`src/sv/mseu_pkg.sv`:
```
`timescale 1ns / 1ps
// ----------------------------------------------------------------------------
// mseu_pkg
// Shared types and constants for the integer execute unit: instruction
// classes, operation codes, status codes, queue entry and back-end states.
// ----------------------------------------------------------------------------
package mseu_pkg;

  localparam int unsigned DATA_BYTES_DEF = 65536;
  localparam int unsigned QDEPTH         = 2;
  localparam logic [31:0] DATA_BASE      = 32'h2000_0000;

  // Instruction class carried in func
  localparam logic [1:0] FN_RTYPE   = 2'd0;
  localparam logic [1:0] FN_ITYPE   = 2'd1;
  localparam logic [1:0] FN_JTYPE   = 2'd2;
  localparam logic [1:0] FN_PRELOAD = 2'd3;

  // R-type funct codes
  localparam logic [5:0] RF_MFHI = 6'd16;
  localparam logic [5:0] RF_MFLO = 6'd18;
  localparam logic [5:0] RF_DIV  = 6'd26;
  localparam logic [5:0] RF_DIVU = 6'd27;
  localparam logic [5:0] RF_ADDU = 6'd33;
  localparam logic [5:0] RF_AND  = 6'd36;

  // I-type opcodes
  localparam logic [5:0] IO_ADDIU = 6'd9;
  localparam logic [5:0] IO_ANDI  = 6'd12;
  localparam logic [5:0] IO_LB    = 6'd32;
  localparam logic [5:0] IO_LH    = 6'd33;
  localparam logic [5:0] IO_LBU   = 6'd36;

  typedef enum logic [1:0] {
    ST_OK      = 2'd0,
    ST_INVALID = 2'd1,
    ST_DIVZERO = 2'd2,
    ST_BADMEM  = 2'd3
  } status_t;

  typedef enum logic [3:0] {
    OP_PRELOAD,
    OP_MFHI,
    OP_MFLO,
    OP_DIV,
    OP_DIVU,
    OP_ADDU,
    OP_AND,
    OP_ADDIU,
    OP_ANDI,
    OP_LB,
    OP_LH,
    OP_LBU,
    OP_INVALID
  } op_t;

  typedef struct packed {
    op_t                op;
    logic [4:0]         src1;
    logic [4:0]         src2;
    logic [4:0]         dest;
    logic signed [15:0] immediate;
    logic [15:0]        preload_offset;
    logic [7:0]         preload_byte;
  } entry_t;

  typedef enum logic [2:0] {
    BS_CLEAR,
    BS_IDLE,
    BS_READ,
    BS_DIV,
    BS_MEM0,
    BS_MEM1,
    BS_DONE
  } bstate_t;

endpackage

```
`src/sv/mseu_queue.sv`:
```
`timescale 1ns / 1ps
// ----------------------------------------------------------------------------
// mseu_queue
// Short FIFO of classified items between the front and back parts.
// ----------------------------------------------------------------------------
module mseu_queue #(
  parameter int unsigned DEPTH = mseu_pkg::QDEPTH
) (
  input  logic             clk,
  input  logic             rst,
  input  logic             push,
  input  mseu_pkg::entry_t push_entry,
  input  logic             pop,
  output mseu_pkg::entry_t head,
  output logic             full,
  output logic             empty
);

  localparam int unsigned PW = (DEPTH > 1) ? $clog2(DEPTH) : 1;
  localparam int unsigned CW = $clog2(DEPTH + 1);

  mseu_pkg::entry_t slots [DEPTH];
  logic [PW-1:0]    wr_ptr;
  logic [PW-1:0]    rd_ptr;
  logic [CW-1:0]    count;

  assign full  = (count == CW'(DEPTH));
  assign empty = (count == '0);
  assign head  = slots[rd_ptr];

  // Advance pointers and count
  always_ff @(posedge clk) begin
    if (rst) begin
      wr_ptr <= '0;
      rd_ptr <= '0;
      count  <= '0;
    end else begin
      if (push) begin
        wr_ptr <= (wr_ptr == PW'(DEPTH - 1)) ? '0 : wr_ptr + 1'b1;
      end
      if (pop) begin
        rd_ptr <= (rd_ptr == PW'(DEPTH - 1)) ? '0 : rd_ptr + 1'b1;
      end
      if (push && !pop) begin
        count <= count + 1'b1;
      end else if (pop && !push) begin
        count <= count - 1'b1;
      end
    end
  end

  // Store the entry
  always_ff @(posedge clk) begin
    if (push) begin
      slots[wr_ptr] <= push_entry;
    end
  end

endmodule

```
`config.mk`:
```
export PLATFORM = sky130hd
export DESIGN_NAME = mseu_queue
export DESIGN_NICKNAME = d
export VERILOG_FILES = /design/src/sv/mseu_pkg.sv /design/src/sv/mseu_queue.sv
export SDC_FILE = /design/constraint.sdc
export NUM_CORES = 1
export LEC_CHECK = 0
export BUFFER_PORTS_ARGS = -buffer_cell sky130_fd_sc_hd__buf_2
export CORE_UTILIZATION = 52
export DETAILED_ROUTE_END_ITERATION = 12
export PLACE_DENSITY = 0.8
export SLEW_MARGIN = 0
export SYNTH_ARGS = -nofsm -noshare
export SYNTH_HDL_FRONTEND = slang
export SYNTH_SLANG_ARGS = --single-unit
```
`constraint.sdc`:
```
create_clock -name clk -period 4.79 [get_ports clk]
set_input_delay 0.958 -clock clk [delete_from_list [all_inputs] [get_ports clk]]
set_output_delay 0.958 -clock clk [all_outputs]
set_load 0.005 [all_outputs]
```
Yosys cells after proc, flatten, opt, wreduce, memory -nomap -nowiden
Memories as Yosys holds them, arrays and structs flattened. A register that Yosys moved wholly into a read port is not among the register bits. Cells that the tools add are included.

Word-level logic and storage cells: 23. Output and inout port bits: 61. RAM bits: 118. Register bits: 4. Bits of input ports: 63. Memories: 1.

Reductions and logical operators: 6. $add $sub $neg: 4. Mux-type cells: 8. Eq/ne operators: 1.

Memory list: slots (words 2, width 59, rd ports 1, clocked after memory_dff 1, write ports 1, line mseu_queue.sv:22) `mseu_pkg::entry_t slots [DEPTH];`.

Operator list (number): 1-bit 2-to-1 mux (6); 2-bit 2-to-1 mux (2); 1-bit adder (second input constant) (2); 2-bit by 1-bit adder with 2-bit output (second input constant) (1); 2-bit == test (second input constant) (1); 1-bit logical AND (2); 1-bit logical NOT (2); 2-bit logical NOT (1); 2-bit nonzero test (1); 2-bit by 1-bit subtractor with 2-bit output (second input constant) (1).

Depth between registers and ports, before layout
Word-level depth: 4. Mapped depth: 5. Gate-level depth less buffers: 5.

Worst setup path after synthesis
Ideal clock, no wire load.

Kind: input -> register. From: input push. To: memory slots[0][0] (netlist name) (enable). Path slack: 0.748 ns. Setup time: 0.483 ns. Stages: 1. Arrival: 3.559 ns. Path through: nor2b_1.

Word-level cells in the longest chain between the ends: 2.

RTL lines: from (decl) (line mseu_queue.sv:11) `input logic push,`; 1-bit 2-to-1 mux (line mseu_queue.sv:54) `if (push) begin`; 1-bit 2-to-1 mux (implied by the code) (line mseu_queue.sv:55) `slots[wr_ptr] <= push_entry;`; to (decl) (line mseu_queue.sv:22).

No other way between the ends.

==> flow_metrics.tcl <==
set metrics [dict create \
    outcome "finished clean" \
    area_growth_pct 29.3 \
    antenna_found_initial 1 \
    synth_top_area_share 0.786 \
    cp.buffers_inverters 2 \
    rsz0062_at_grt "no" \
    p_int_w 0.00222 \
    crit_path_end_kind "output pin" \
    p_seq_frac 0.462 \
    drtIter0Drc 121 \
    ys_types 17 \
    cts_sinks 123 \
    crit_arrival_ns 2.38 \
    cts_buffers 17 \
    powerDensity_nw_per_um2 476 \
    critPathMaxStageDelay_ns 0.81 \
    synth_nets 270 \
    hpwl_um 4860 \
    cts_tree "done" \
    slew_viol_final 0 \
    async_reset_ff_frac 0 \
    first_pass_iters 4 \
    fin_crit_ns 3.34 \
    die_area_um2 9050 \
    hold_viol_final 0 \
    netlist_area_um2 4510 \
    clockBufferDepth 2 \
    rows 33 \
    gp_congestion 0.686 \
    root_buffer "clkbuf_8" \
    postCtsSetupRepairBufs 0 \
    nets 408 \
    htreeDepth 4 \
    layout-drive-gt1-share 0.605 \
    critPathSlowestCell "dfxtp_2" \
    grt_pass1_wl_um 11200 \
    fill_cells 560 \
    path_clk_slew_ns 0.05 \
    crit_family "flip-flops" \
    io-pin-count 124 \
    die_w_um 95.1 \
    synthCells 206 \
    finalSetupTns_ns 0 \
    overflow 0 \
    synth_most_common_cell "edfxtp_1" \
    synth_top_flop_cell "edfxtp_1" \
    hold_path_class "flip-flop to flip-flop" \
    grt_max_degree 35 \
    p_switching_w 0.000553 \
    vias 2366 \
    synth_area_leaders "edfxtp_1 (79%), mux2_2 (12%), mux2_4 (3.3%)" \
    ys_seq_area_frac 0.808 \
    initial_core_util 0.543 \
    crit_path_start_kind "flip-flop" \
    core_um2 8300 \
    synth-seq-cells 123 \
    fin_skew_ns 0.00590 \
    port_buffers 123 \
    synth_edf_count 118 \
    wirelength_um 7490 \
    max_slew_margin 0.356 \
    vdd_drop_max_uv 273 \
    p_leak_nw 2.25 \
    yosys.area.top_type "edfxtp_1" \
    setup_viol 0 \
    p_sw_frac 0.199 \
    crit_required_ns 3.83 \
    fmax_ghz 0.300 \
    yosys-top-cells-count "edfxtp_1 (118), mux2_2 (49), mux2_4 (10)" \
    worstSkewPairLatency_ns 0.50 \
    maxCapViolCount 0 \
    crit_type "flip-flop to output pin" \
    cts_hold_buf 0 \
    crit_path_max_fanout 31 \
    fin_area_um2 5830 \
    power.share.clock 0.456 \
    postCtsResizedCells 0 \
    total_power_w 0.00277 \
    wl_per_cell_um 16.2 \
    grt_pass1_vias 2351 \
    ant_nets 0 \
    ys_warn_count 0 \
    die_h_um 95.1 \
    crit_chain "buf_4 > mux2_2 > buf_2" \
    worst_pin_slew_ns 0.965 \
    post-route-period-util 0.697 \
    drc 0 \
    via_per_inst 5.11 \
    combinationalPowerShare 0.082 \
    dpl-instance-area_um2 5230 \
    grtUsageTotal 0.173 \
    avgSynthCellArea_um2 21.9 \
]
-- path summary, 6_finish.rpt --
path,from,end,slack [ns],cells past startpoint
worst max-delay path,flip-flop,head[11],1.45,3
worst min-delay path,count[1],count[1],0.52,2
worst max register to register,wr_ptr,slots[0][42],2.84,2
worst min register to register,count[1],count[1],0.52,2
-- flip-flops by register name, summed over array words and instances (netlist names), named ones only --
register	flops
rd_ptr	1
wr_ptr	1
count	2
slots	118
-- per-stage QoR --
stage	hold WS (ns)	utilization	setup WS, ns	std cells
after detailed placement	0.505	0.630	1.94	430
after floorplan	0.461	-	0.748	206
final	0.519	0.703	1.45	463
after global routing	0.551	0.702	1.32	462
after CTS	0.519	0.702	1.40	462
after global placement	0.479	0.630	1.95	430
-- worst min-delay path, cell delays in order (launching register included) --
cell,delay (ns)
dfxtp_1,0.32
o21ai_0,0.08
a21oi_1,0.07
-- cells by family after synthesis --
family | Yosys count | share of synthesized area
flops | 123 | 0.808
simple gates | 9 | 0.00972
xor+xnor | 4 | 0.00777
fa+ha+maj | 1 | 0.00278
mux | 59 | 0.156
buf+inv | 8 | 0.0136
compound gates | 2 | 0.00222
-- cells in the final DEF, fill, tap and decap left out --
cell type	count
buf_2	123
edfxtp_1	118
mux2_2	49
clkbuf_16	16
mux2_4	10
nor2_1	5
bufinv_16	4
dfxtp_1	4
clkinv_4	3
clkinv_2	3
clkbuf_1	3
buf_4	3
xor2_1	2
xnor2_1	2
diode_2	1
inv_1	1
and2_2	1
nor2b_1	1
nor2b_4	1
o21ai_0	1
or3_1	1
a21oi_1	1
ha_1	1
dfxtp_2	1
clkbuf_8	1
clkinv_1	1
clkinvlp_4	1
-- cell type report --
| class | count | area, um2 | share of cell area |
|---|---|---|---|
| clock buffers | 20 | 425 | 0.0730 |
| inverters | 1 | 3.75 | 0.000644 |
| clock inverters | 12 | 173 | 0.0296 |
| multi-input cells | 75 | 812 | 0.139 |
| well taps | 105 | 131 | 0.0225 |
| diodes | 1 | 2.50 | 0.000429 |
| repair buffers | 126 | 638 | 0.109 |
| flip-flops and latches | 123 | 3640 | 0.625 |
-- power by group through the flow --
stage | clock network, W | registers, W | logic (W)
floorplan | 0 | 0.00129 | 0.000136
global placement | 0 | 0.00130 | 0.000225
detailed placement | 0 | 0.00131 | 0.000229
CTS | 0.00128 | 0.00128 | 0.000230
global route | 0.00133 | 0.00129 | 0.000248
finish | 0.00126 | 0.00128 | 0.000226
-- layer usage --
| metal | vias up | part of all wire | GRT usage | wire length, um |
|---|---|---|---|---|
| li1 | 1096 | - | - | - |
| met1 | 1164 | 0.42 | 0.216 | 3160 |
| met2 | 94 | 0.49 | 0.277 | 3660 |
| met3 | 12 | 0.076 | 0.0558 | 566 |
| met4 | 0 | 0.014 | 0.0758 | 104 |
| met5 | - | 0 | 0 | 0 |
Note: power is estimated with default switching activity, not from simulation.
