File: src/sv/mseu_pkg.sv
`timescale 1ns / 1ps
// ----------------------------------------------------------------------------
// mseu_pkg
// Shared types and constants for the integer execute unit: instruction
// classes, operation codes, status codes, queue entry and back-end states.
// ----------------------------------------------------------------------------
package mseu_pkg;

  localparam int unsigned DATA_BYTES_DEF = 65536;
  localparam int unsigned QDEPTH         = 2;
  localparam logic [31:0] DATA_BASE      = 32'h2000_0000;

  // Instruction class carried in func
  localparam logic [1:0] FN_RTYPE   = 2'd0;
  localparam logic [1:0] FN_ITYPE   = 2'd1;
  localparam logic [1:0] FN_JTYPE   = 2'd2;
  localparam logic [1:0] FN_PRELOAD = 2'd3;

  // R-type funct codes
  localparam logic [5:0] RF_MFHI = 6'd16;
  localparam logic [5:0] RF_MFLO = 6'd18;
  localparam logic [5:0] RF_DIV  = 6'd26;
  localparam logic [5:0] RF_DIVU = 6'd27;
  localparam logic [5:0] RF_ADDU = 6'd33;
  localparam logic [5:0] RF_AND  = 6'd36;

  // I-type opcodes
  localparam logic [5:0] IO_ADDIU = 6'd9;
  localparam logic [5:0] IO_ANDI  = 6'd12;
  localparam logic [5:0] IO_LB    = 6'd32;
  localparam logic [5:0] IO_LH    = 6'd33;
  localparam logic [5:0] IO_LBU   = 6'd36;

  typedef enum logic [1:0] {
    ST_OK      = 2'd0,
    ST_INVALID = 2'd1,
    ST_DIVZERO = 2'd2,
    ST_BADMEM  = 2'd3
  } status_t;

  typedef enum logic [3:0] {
    OP_PRELOAD,
    OP_MFHI,
    OP_MFLO,
    OP_DIV,
    OP_DIVU,
    OP_ADDU,
    OP_AND,
    OP_ADDIU,
    OP_ANDI,
    OP_LB,
    OP_LH,
    OP_LBU,
    OP_INVALID
  } op_t;

  typedef struct packed {
    op_t                op;
    logic [4:0]         src1;
    logic [4:0]         src2;
    logic [4:0]         dest;
    logic signed [15:0] immediate;
    logic [15:0]        preload_offset;
    logic [7:0]         preload_byte;
  } entry_t;

  typedef enum logic [2:0] {
    BS_CLEAR,
    BS_IDLE,
    BS_READ,
    BS_DIV,
    BS_MEM0,
    BS_MEM1,
    BS_DONE
  } bstate_t;

endpackage

File: src/sv/mseu_front.sv
`timescale 1ns / 1ps
// ----------------------------------------------------------------------------
// mseu_front
// Input side: takes transfers and classifies func/code into one operation.
// ----------------------------------------------------------------------------
module mseu_front (
  input  logic               in_valid,
  output logic               in_stall,
  input  logic [1:0]         func,
  input  logic [5:0]         code,
  input  logic [4:0]         src1,
  input  logic [4:0]         src2,
  input  logic [4:0]         dest,
  input  logic signed [15:0] immediate,
  input  logic [15:0]        preload_offset,
  input  logic [7:0]         preload_byte,
  input  logic               q_full,
  input  logic               clearing,
  output logic               push,
  output mseu_pkg::entry_t   push_entry
);

  mseu_pkg::op_t op;

  // Decode the instruction class and code
  always_comb begin
    op = mseu_pkg::OP_INVALID;
    unique case (func)
      mseu_pkg::FN_PRELOAD: op = mseu_pkg::OP_PRELOAD;
      mseu_pkg::FN_RTYPE: begin
        unique case (code)
          mseu_pkg::RF_MFHI: op = mseu_pkg::OP_MFHI;
          mseu_pkg::RF_MFLO: op = mseu_pkg::OP_MFLO;
          mseu_pkg::RF_DIV:  op = mseu_pkg::OP_DIV;
          mseu_pkg::RF_DIVU: op = mseu_pkg::OP_DIVU;
          mseu_pkg::RF_ADDU: op = mseu_pkg::OP_ADDU;
          mseu_pkg::RF_AND:  op = mseu_pkg::OP_AND;
          default:           op = mseu_pkg::OP_INVALID;
        endcase
      end
      mseu_pkg::FN_ITYPE: begin
        unique case (code)
          mseu_pkg::IO_ADDIU: op = mseu_pkg::OP_ADDIU;
          mseu_pkg::IO_ANDI:  op = mseu_pkg::OP_ANDI;
          mseu_pkg::IO_LB:    op = mseu_pkg::OP_LB;
          mseu_pkg::IO_LH:    op = mseu_pkg::OP_LH;
          mseu_pkg::IO_LBU:   op = mseu_pkg::OP_LBU;
          default:            op = mseu_pkg::OP_INVALID;
        endcase
      end
      default: op = mseu_pkg::OP_INVALID;
    endcase
  end

  // Hold off transfers while the queue is full or the store is being cleared
  assign in_stall = q_full | clearing;
  assign push     = in_valid & ~in_stall;

  assign push_entry = '{op:             op,
                        src1:           src1,
                        src2:           src2,
                        dest:           dest,
                        immediate:      immediate,
                        preload_offset: preload_offset,
                        preload_byte:   preload_byte};

endmodule

File: config.mk
export PLATFORM = sky130hd
export DESIGN_NAME = mseu_front
export DESIGN_NICKNAME = d
export VERILOG_FILES = /design/src/sv/mseu_pkg.sv /design/src/sv/mseu_front.sv
export SDC_FILE = /design/constraint.sdc
export NUM_CORES = 1
export LEC_CHECK = 0
export BUFFER_PORTS_ARGS = -buffer_cell sky130_fd_sc_hd__clkbuf_2
export CAP_MARGIN = 20
export CORE_UTILIZATION = 28
export DETAILED_ROUTE_END_ITERATION = 10
export GPL_TIMING_DRIVEN = 0
export PLACE_DENSITY = 0.85
export SYNTH_ARGS = -nofsm -noshare
export SYNTH_HDL_FRONTEND = slang
export SYNTH_SLANG_ARGS = --single-unit
File: constraint.sdc
create_clock -name vclk -period 1.4
set_input_delay 0.28 -clock vclk [all_inputs]
set_output_delay 0.28 -clock vclk [all_outputs]
set_load 0.01 [all_outputs]
== After elaboration in Yosys (flattened, before gate mapping) ==
Cells that the tools add are included.
Word-level totals
  output and inout port bits: 61
  flip-flop bits (word level): 0
Cells by class
  mux-type cells: 3
  eq/ne operators: 11
  bitwise logic cells: 3
  reductions and logical operators: 1
Operators with widths (count)
  == test 6 x 5 -> 1 bit, second input constant: 4
  case mux 4 bit (6 select lines): 1
  case mux 4 bit (5 select lines): 1
  == test 6 bit, second input constant: 3
  == test 6 x 4 -> 1 bit, second input constant: 2
  case mux 4 bit (3 select lines): 1
  == test 2 x 1 -> 1 bit, second input constant: 1
  == test 2 bit, second input constant: 1
  logical NOT 2 bit: 1
  AND 1 bit: 1
  NOT 1 bit: 1
  bitwise OR 1 bit: 1

== Depth between registers and ports, before layout ==
Gate-level depths: netlist of the first run.
  word-level depth: 3
  mapped depth: 5
  depth with buffers taken out: 4

== Worst setup path after synthesis of the first run ==
Ideal clock, no wire load.
  kind: input-to-output
  start point: in code[3]
  end point: out push_entry[57] (netlist name)
  stages on the path: 4
  slack: 6 ps
  arrival time: 1114 ps
  data required time: 1120 ps
  path through: buf_6 > xor2_1 > and3_1 > a222oi_1
RTL lines
  start: declaration: RTL line mseu_front.sv:10  | input logic [5:0] code,
  end: declaration: RTL line mseu_front.sv:20  | output mseu_pkg::entry_t push_entry

==> impl_metrics.csv, run 1 <==
group,metric,value,unit
outcome,outcome,"finished with violations",
outcome,failed_checks,"setup timing",
layout,clock_buffer_count,0,
sta,setup_viol,4,
sta,tightestPinTransition,0.302,ns
layout,nFlopsAndLatches,0,
global_routing,grt_pass1_wl,2.77,mm
sta,setup_slack,-0.126,ns
worst_setup_path,cp-end-kind,"output pin",
synthesis,yosysSeqAreaShare,0,%
power_and_ir_drop,p_leak,0.000709,uW
floorplanning,fp.dieH,52.2,um
synthesis,synthCells,94,
worst_setup_path,cp.required,1.12,ns
placement,dp_hpwl,1.89,mm
floorplanning,fp.dieW,52.2,um
power_and_ir_drop,switching_share,40.2,%
hold_path,hp-class,"in -> out",
layout,final_layout_size_suffix_gt1_share,82.1,%
layout,multi_input_area,245,um2
power_and_ir_drop,clockPowerShare,0,%
placement,place_congestion,0.802,
drt,drc,0,
drt,vias_per_cell,4.24,
global_routing,grt_max_degree,10,
placement,postPlaceCellArea,1080,um2
drt,firstDrtPassIters,4,
power_and_ir_drop,ir_worst_vdd,179,uV
sta,post-route-min-period,1.53,ns
layout,antenna_cells,0,
sta,slew_headroom,79.8,%
drt,via_count,831,
global_routing,grt.overflow.total,0,
layout,finalNetCount,236,
layout,area_growth,66.3,%
synthesis,yosys-top-cells-area,"buf_4 59%, buf_6 4.8%, nand4b_1 3.7%, nor4b_4 3.4%, xor2_1 2.5%",
drt,wl_per_cell,11.7,um
synthesis,syn_area,706,um2
layout,postLayoutCellArea,1170,um2
floorplanning,io_pins,127,
layout,fill_cells,218,
global_routing,track_usage,13.2,%
power_and_ir_drop,p_int,216,uW
worst_setup_path,cp.arrival,1.25,ns
floorplanning,core,2300,um2
placement,place_ws,-0.190,ns
sta,maxSlewViolCount,0,
global_routing,antenna_found_initial,0,
power_and_ir_drop,power,361,uW
power_and_ir_drop,p_sw,145,uW
floorplanning,rows,17,
drt,wl,2.29,mm
sta,final-hold-violation-count,0,
flow_run,cap_violations,0,
power_and_ir_drop,powerDensity,308,nW/um2
drt,drt_iter0_drc,8,
power_and_ir_drop,share_comb_of_total_power,100.0,%
synthesis,synth.largest_area_cell,"buf_4",
sta,holdWs,0.747,ns
synthesis,syn_avg_cell_area,7.51,um2
power_and_ir_drop,pwr-share-seq,0,%
worst_setup_path,critPathKind,"in -> out",
sta,min_period_over_period,109,%
worst_setup_path,cp_max_fo,3,
synthesis,synth_top_area_share,58.5,%
synthesis,yosysUniqueCellTypes,26,
sta,rsz0062_at_grt,"true",
layout,regArea,0,um2
sta,max_freq,655,MHz
synthesis,syn_nets,160,
floorplanning,die_area,2720,um2
synthesis,yosys_warnings,0,
floorplanning,initial_core_util,30.7,%
drt,ant_nets,0,
placement,portBuffers,68,
global_routing,grt_pass1_vias,614,
worst_setup_path,start_kind,"input port",
clocking,holdBufCountCts,0,
power groups by stage:
stage | registers [uW] | logic (uW) | clock network [uW]
6_report | 0 | 361 | 0
5_1_grt | 0 | 389 | 0
2_1_floorplan | 0 | 226 | 0
4_1_cts | 0 | 351 | 0
3_3_place_gp | 0 | 332 | 0
3_5_place_dp | 0 | 336 | 0
worst max-delay path: stages:
cell,delay (ns)
buf_12,0.10
buf_4,0.13
xor2_1,0.13
a31oi_1,0.16
o21ai_1,0.09
a22oi_1,0.19
clkbuf_2,0.16
layer usage:
layer  GRT usage (%)  wire [um]  vias up
met5               0          0        -
met4            2.19         38        0
met3           0.290        216        2
met2            24.4       1250       60
met1            17.0        791      361
li1                -          -      408
repair_timing:
action | in CTS | in global routing
setup buffers | 3 | 3
pin swaps | 8 | 4
setup endpoints to repair | 3 | 4
gates resized for setup | 7 | 9
final timing paths:
kind / cells after the start / startpoint / slack [ns] / to
worst min-delay path: 2 / immediate[9] / 0.75 / push_entry[33]
worst max-delay path: 7 / code[2] / -0.13 / push_entry[58]
cell families (layout without fill, tap and decap cells):
group | count (synthesis) | count (layout) | share of synthesized area (%)
compound gates | 9 | 9 | 10.1
xor+xnor | 2 | 2 | 2.48
buf+inv | 62 | 136 | 67.0
mux | 1 | 1 | 1.42
simple gates | 20 | 20 | 19.0
cell type report:
class	instances	area share (%)
buffer	59	41.3
timing repair buffer	74	33.9
multi-input combinational	32	20.9
tap	28	2.99
inverter	3	0.959
stage by stage:
step	cells	util (%)	setup TNS, ns
after floorplan	94	-	0
after global placement	190	47.1	-0.320
after detailed placement	190	47.1	-0.381
after CTS	193	49.2	-0.268
after global routing	196	51.1	-0.635
final	196	51.1	-0.410
cell usage after synthesis:
cell type	number
and3_1	1
mux2i_1	1
buf_4	55
nor3_1	1
nand4b_1	3
buf_6	3
nand3_1	2
o2bb2ai_1	1
o21ai_1	1
nand2_1	2
a21boi_0	1
or2_2	1
a222oi_1	1
xor2_1	2
o32ai_1	1
nand3b_1	2
buf_8	1
a22oi_1	1
a41o_2	1
inv_1	3
nor2b_1	1
nor2_1	4
nor4b_4	1
a31oi_1	2
nand2b_1	1
nand4_1	1
cells in the final DEF (no fill, tap or decap), drive strengths merged:
cell,n
xor2,2
nor3,1
clkbuf,64
buf,69
a21boi,1
nor4b,1
a222oi,1
nand3b,2
mux2i,1
a41o,1
o21ai,1
nand4b,3
o2bb2ai,1
inv,3
a31oi,2
nand4,1
nand2b,1
nor2b,1
o32ai,1
nand3,2
nor2,4
or2,1
and3,1
a22oi,1
nand2,2
Power figures use the tool's default switching activity.
==> run 2: changes to the inputs <==
BUFFER_PORTS_ARGS = -buffer_cell sky130_fd_sc_hd__buf_2   (was -buffer_cell sky130_fd_sc_hd__clkbuf_2)
==> impl_metrics.csv, run 2 (synthesis results as in run 1) <==
group,metric,value,unit
layout,mostFrequentLayoutCell,"buf_2",
placement,portBuffers,68,
drt,firstDrtPassIters,4,
drt,vias_per_cell,4.15,
layout,regArea,0,um2
power_and_ir_drop,power,352,uW
worst_setup_path,cp-end-kind,"output pin",
floorplanning,io_pins,127,
layout,stdcell_count,195,
sta,final-hold-violation-count,0,
worst_setup_path,start_kind,"input port",
sta,setup_viol,4,
floorplanning,rows,17,
layout,final_cell_mix,"67 x buf_2, 61 x buf_4, 3 x inv_1, 3 x nor2_1, 3 x nand4b_1",
drt,via_count,810,
global_routing,grt_pass1_vias,591,
floorplanning,initial_core_util,30.7,%
drt,wl_per_cell,11.3,um
global_routing,grt.overflow.total,0,
worst_setup_path,cp.arrival,1.20,ns
placement,place_congestion,0.849,
sta,maxSlewViolCount,0,
sta,rsz0062_at_grt,"true",
layout,antenna_cells,0,
power_and_ir_drop,p_sw,141,uW
hold_path,whs_path_depth,2,
power_and_ir_drop,share_comb_of_total_power,100.0,%
sta,min_period_over_period,106,%
drt,ant_nets,0,
sta,slew_headroom,81.2,%
floorplanning,core,2300,um2
power_and_ir_drop,powerDensity,306,nW/um2
sta,max_freq,675,MHz
global_routing,grt_pass1_wl,2.70,mm
power_and_ir_drop,p_leak,0.000684,uW
worst_setup_path,cp_max_fo,5,
flow_run,cap_violations,0,
drt,drt_iter0_drc,19,
sta,setup_slack,-0.0804,ns
worst_setup_path,critPathKind,"in -> out",
worst_setup_path,cp.required,1.12,ns
placement,dp_hpwl,1.89,mm
layout,postLayoutCellArea,1150,um2
layout,finalNetCount,235,
floorplanning,die_area,2720,um2
outcome,outcome,"finished with violations",
floorplanning,fp.dieW,52.2,um
global_routing,antenna_found_initial,0,
layout,clock_buffer_count,0,
floorplanning,fp.dieH,52.2,um
outcome,failed_checks,"setup timing",
drt,drc,0,
power_and_ir_drop,p_int,211,uW
placement,postPlaceCellArea,1080,um2
layout,nFlopsAndLatches,0,
sta,tightestPinTransition,0.281,ns
drt,wl,2.19,mm
power_and_ir_drop,clockPowerShare,0,%
layout,area_growth,63.1,%
power_and_ir_drop,ir_worst_vdd,174,uV
placement,dp_cells,190,
layout,final_layout_size_suffix_gt1_share,82.0,%
power_and_ir_drop,switching_share,39.9,%
sta,post-route-min-period,1.48,ns
power_and_ir_drop,pwr-share-seq,0,%
global_routing,grt_max_degree,10,
global_routing,track_usage,12.8,%
hold_path,hp-class,"in -> out",
run 2: cell types whose count changed in the layout (fill, tap and decap cells not counted):
cell / before / now
buf_12: 3 / 2
clkbuf_2: 63 / 0
clkbuf_4: 1 / 0
buf_2: 3 / 67
run 2: area by class of cell:
type / instances / area, um2
multi-input combinational: 32 / 245
fill: 224 / 1150
tap: 28 / 35.0
inverter: 3 / 11.3
timing repair buffer: 73 / 380
buffer: 59 / 479
run 2: final timing paths:
kind / startpoint / end / slack (ns)
setup / recovery: code[2] / push_entry[58] / -0.08
hold / removal: preload_offset[15] / push_entry[23] / 0.74
run 2: metal layers:
layer | GRT usage [%] | up-vias | wire (um)
met5 | 0 | - | 0
li1 | - | 406 | -
met1 | 16.2 | 348 | 744
met2 | 25.0 | 56 | 1220
met4 | 0 | 0 | 0
met3 | 0.580 | 0 | 232
run 2: stage by stage:
| stage | util [%] | TNS, ns | setup slack [ns] | hold slack, ns |
|---|---|---|---|---|
| detailed placement | 47.1 | -0.310 | -0.153 | 0.743 |
| global placement | 47.1 | -0.294 | -0.141 | 0.743 |
| floorplan | - | 0 | 0.00638 | 0.604 |
| finish | 50.1 | -0.170 | -0.0804 | 0.743 |
| CTS | 48.9 | -0.144 | -0.0566 | 0.743 |
| global route | 50.1 | -0.373 | -0.130 | 0.746 |
run 2: critical path: stages:
cell     delay (ns)
buf_12         0.11
nor4b_4        0.33
a31oi_1        0.07
o21ai_1        0.15
a22oi_1        0.11
buf_2          0.15
run 2: repair_timing:
action | in CTS | in global routing
pin swaps | 10 | 4
hold buffers | 0 | 0
endpoints found under the setup margin | 3 | 4
setup buffers | 2 | 3
gates resized for setup | 7 | 1
run 2: power by group through the flow:
stage | clock, uW | sequential, uW | combinational, uW
after floorplan | 0 | 0 | 226
after detailed placement | 0 | 0 | 333
after global placement | 0 | 0 | 329
after global routing | 0 | 0 | 380
after CTS | 0 | 0 | 345
final | 0 | 0 | 352
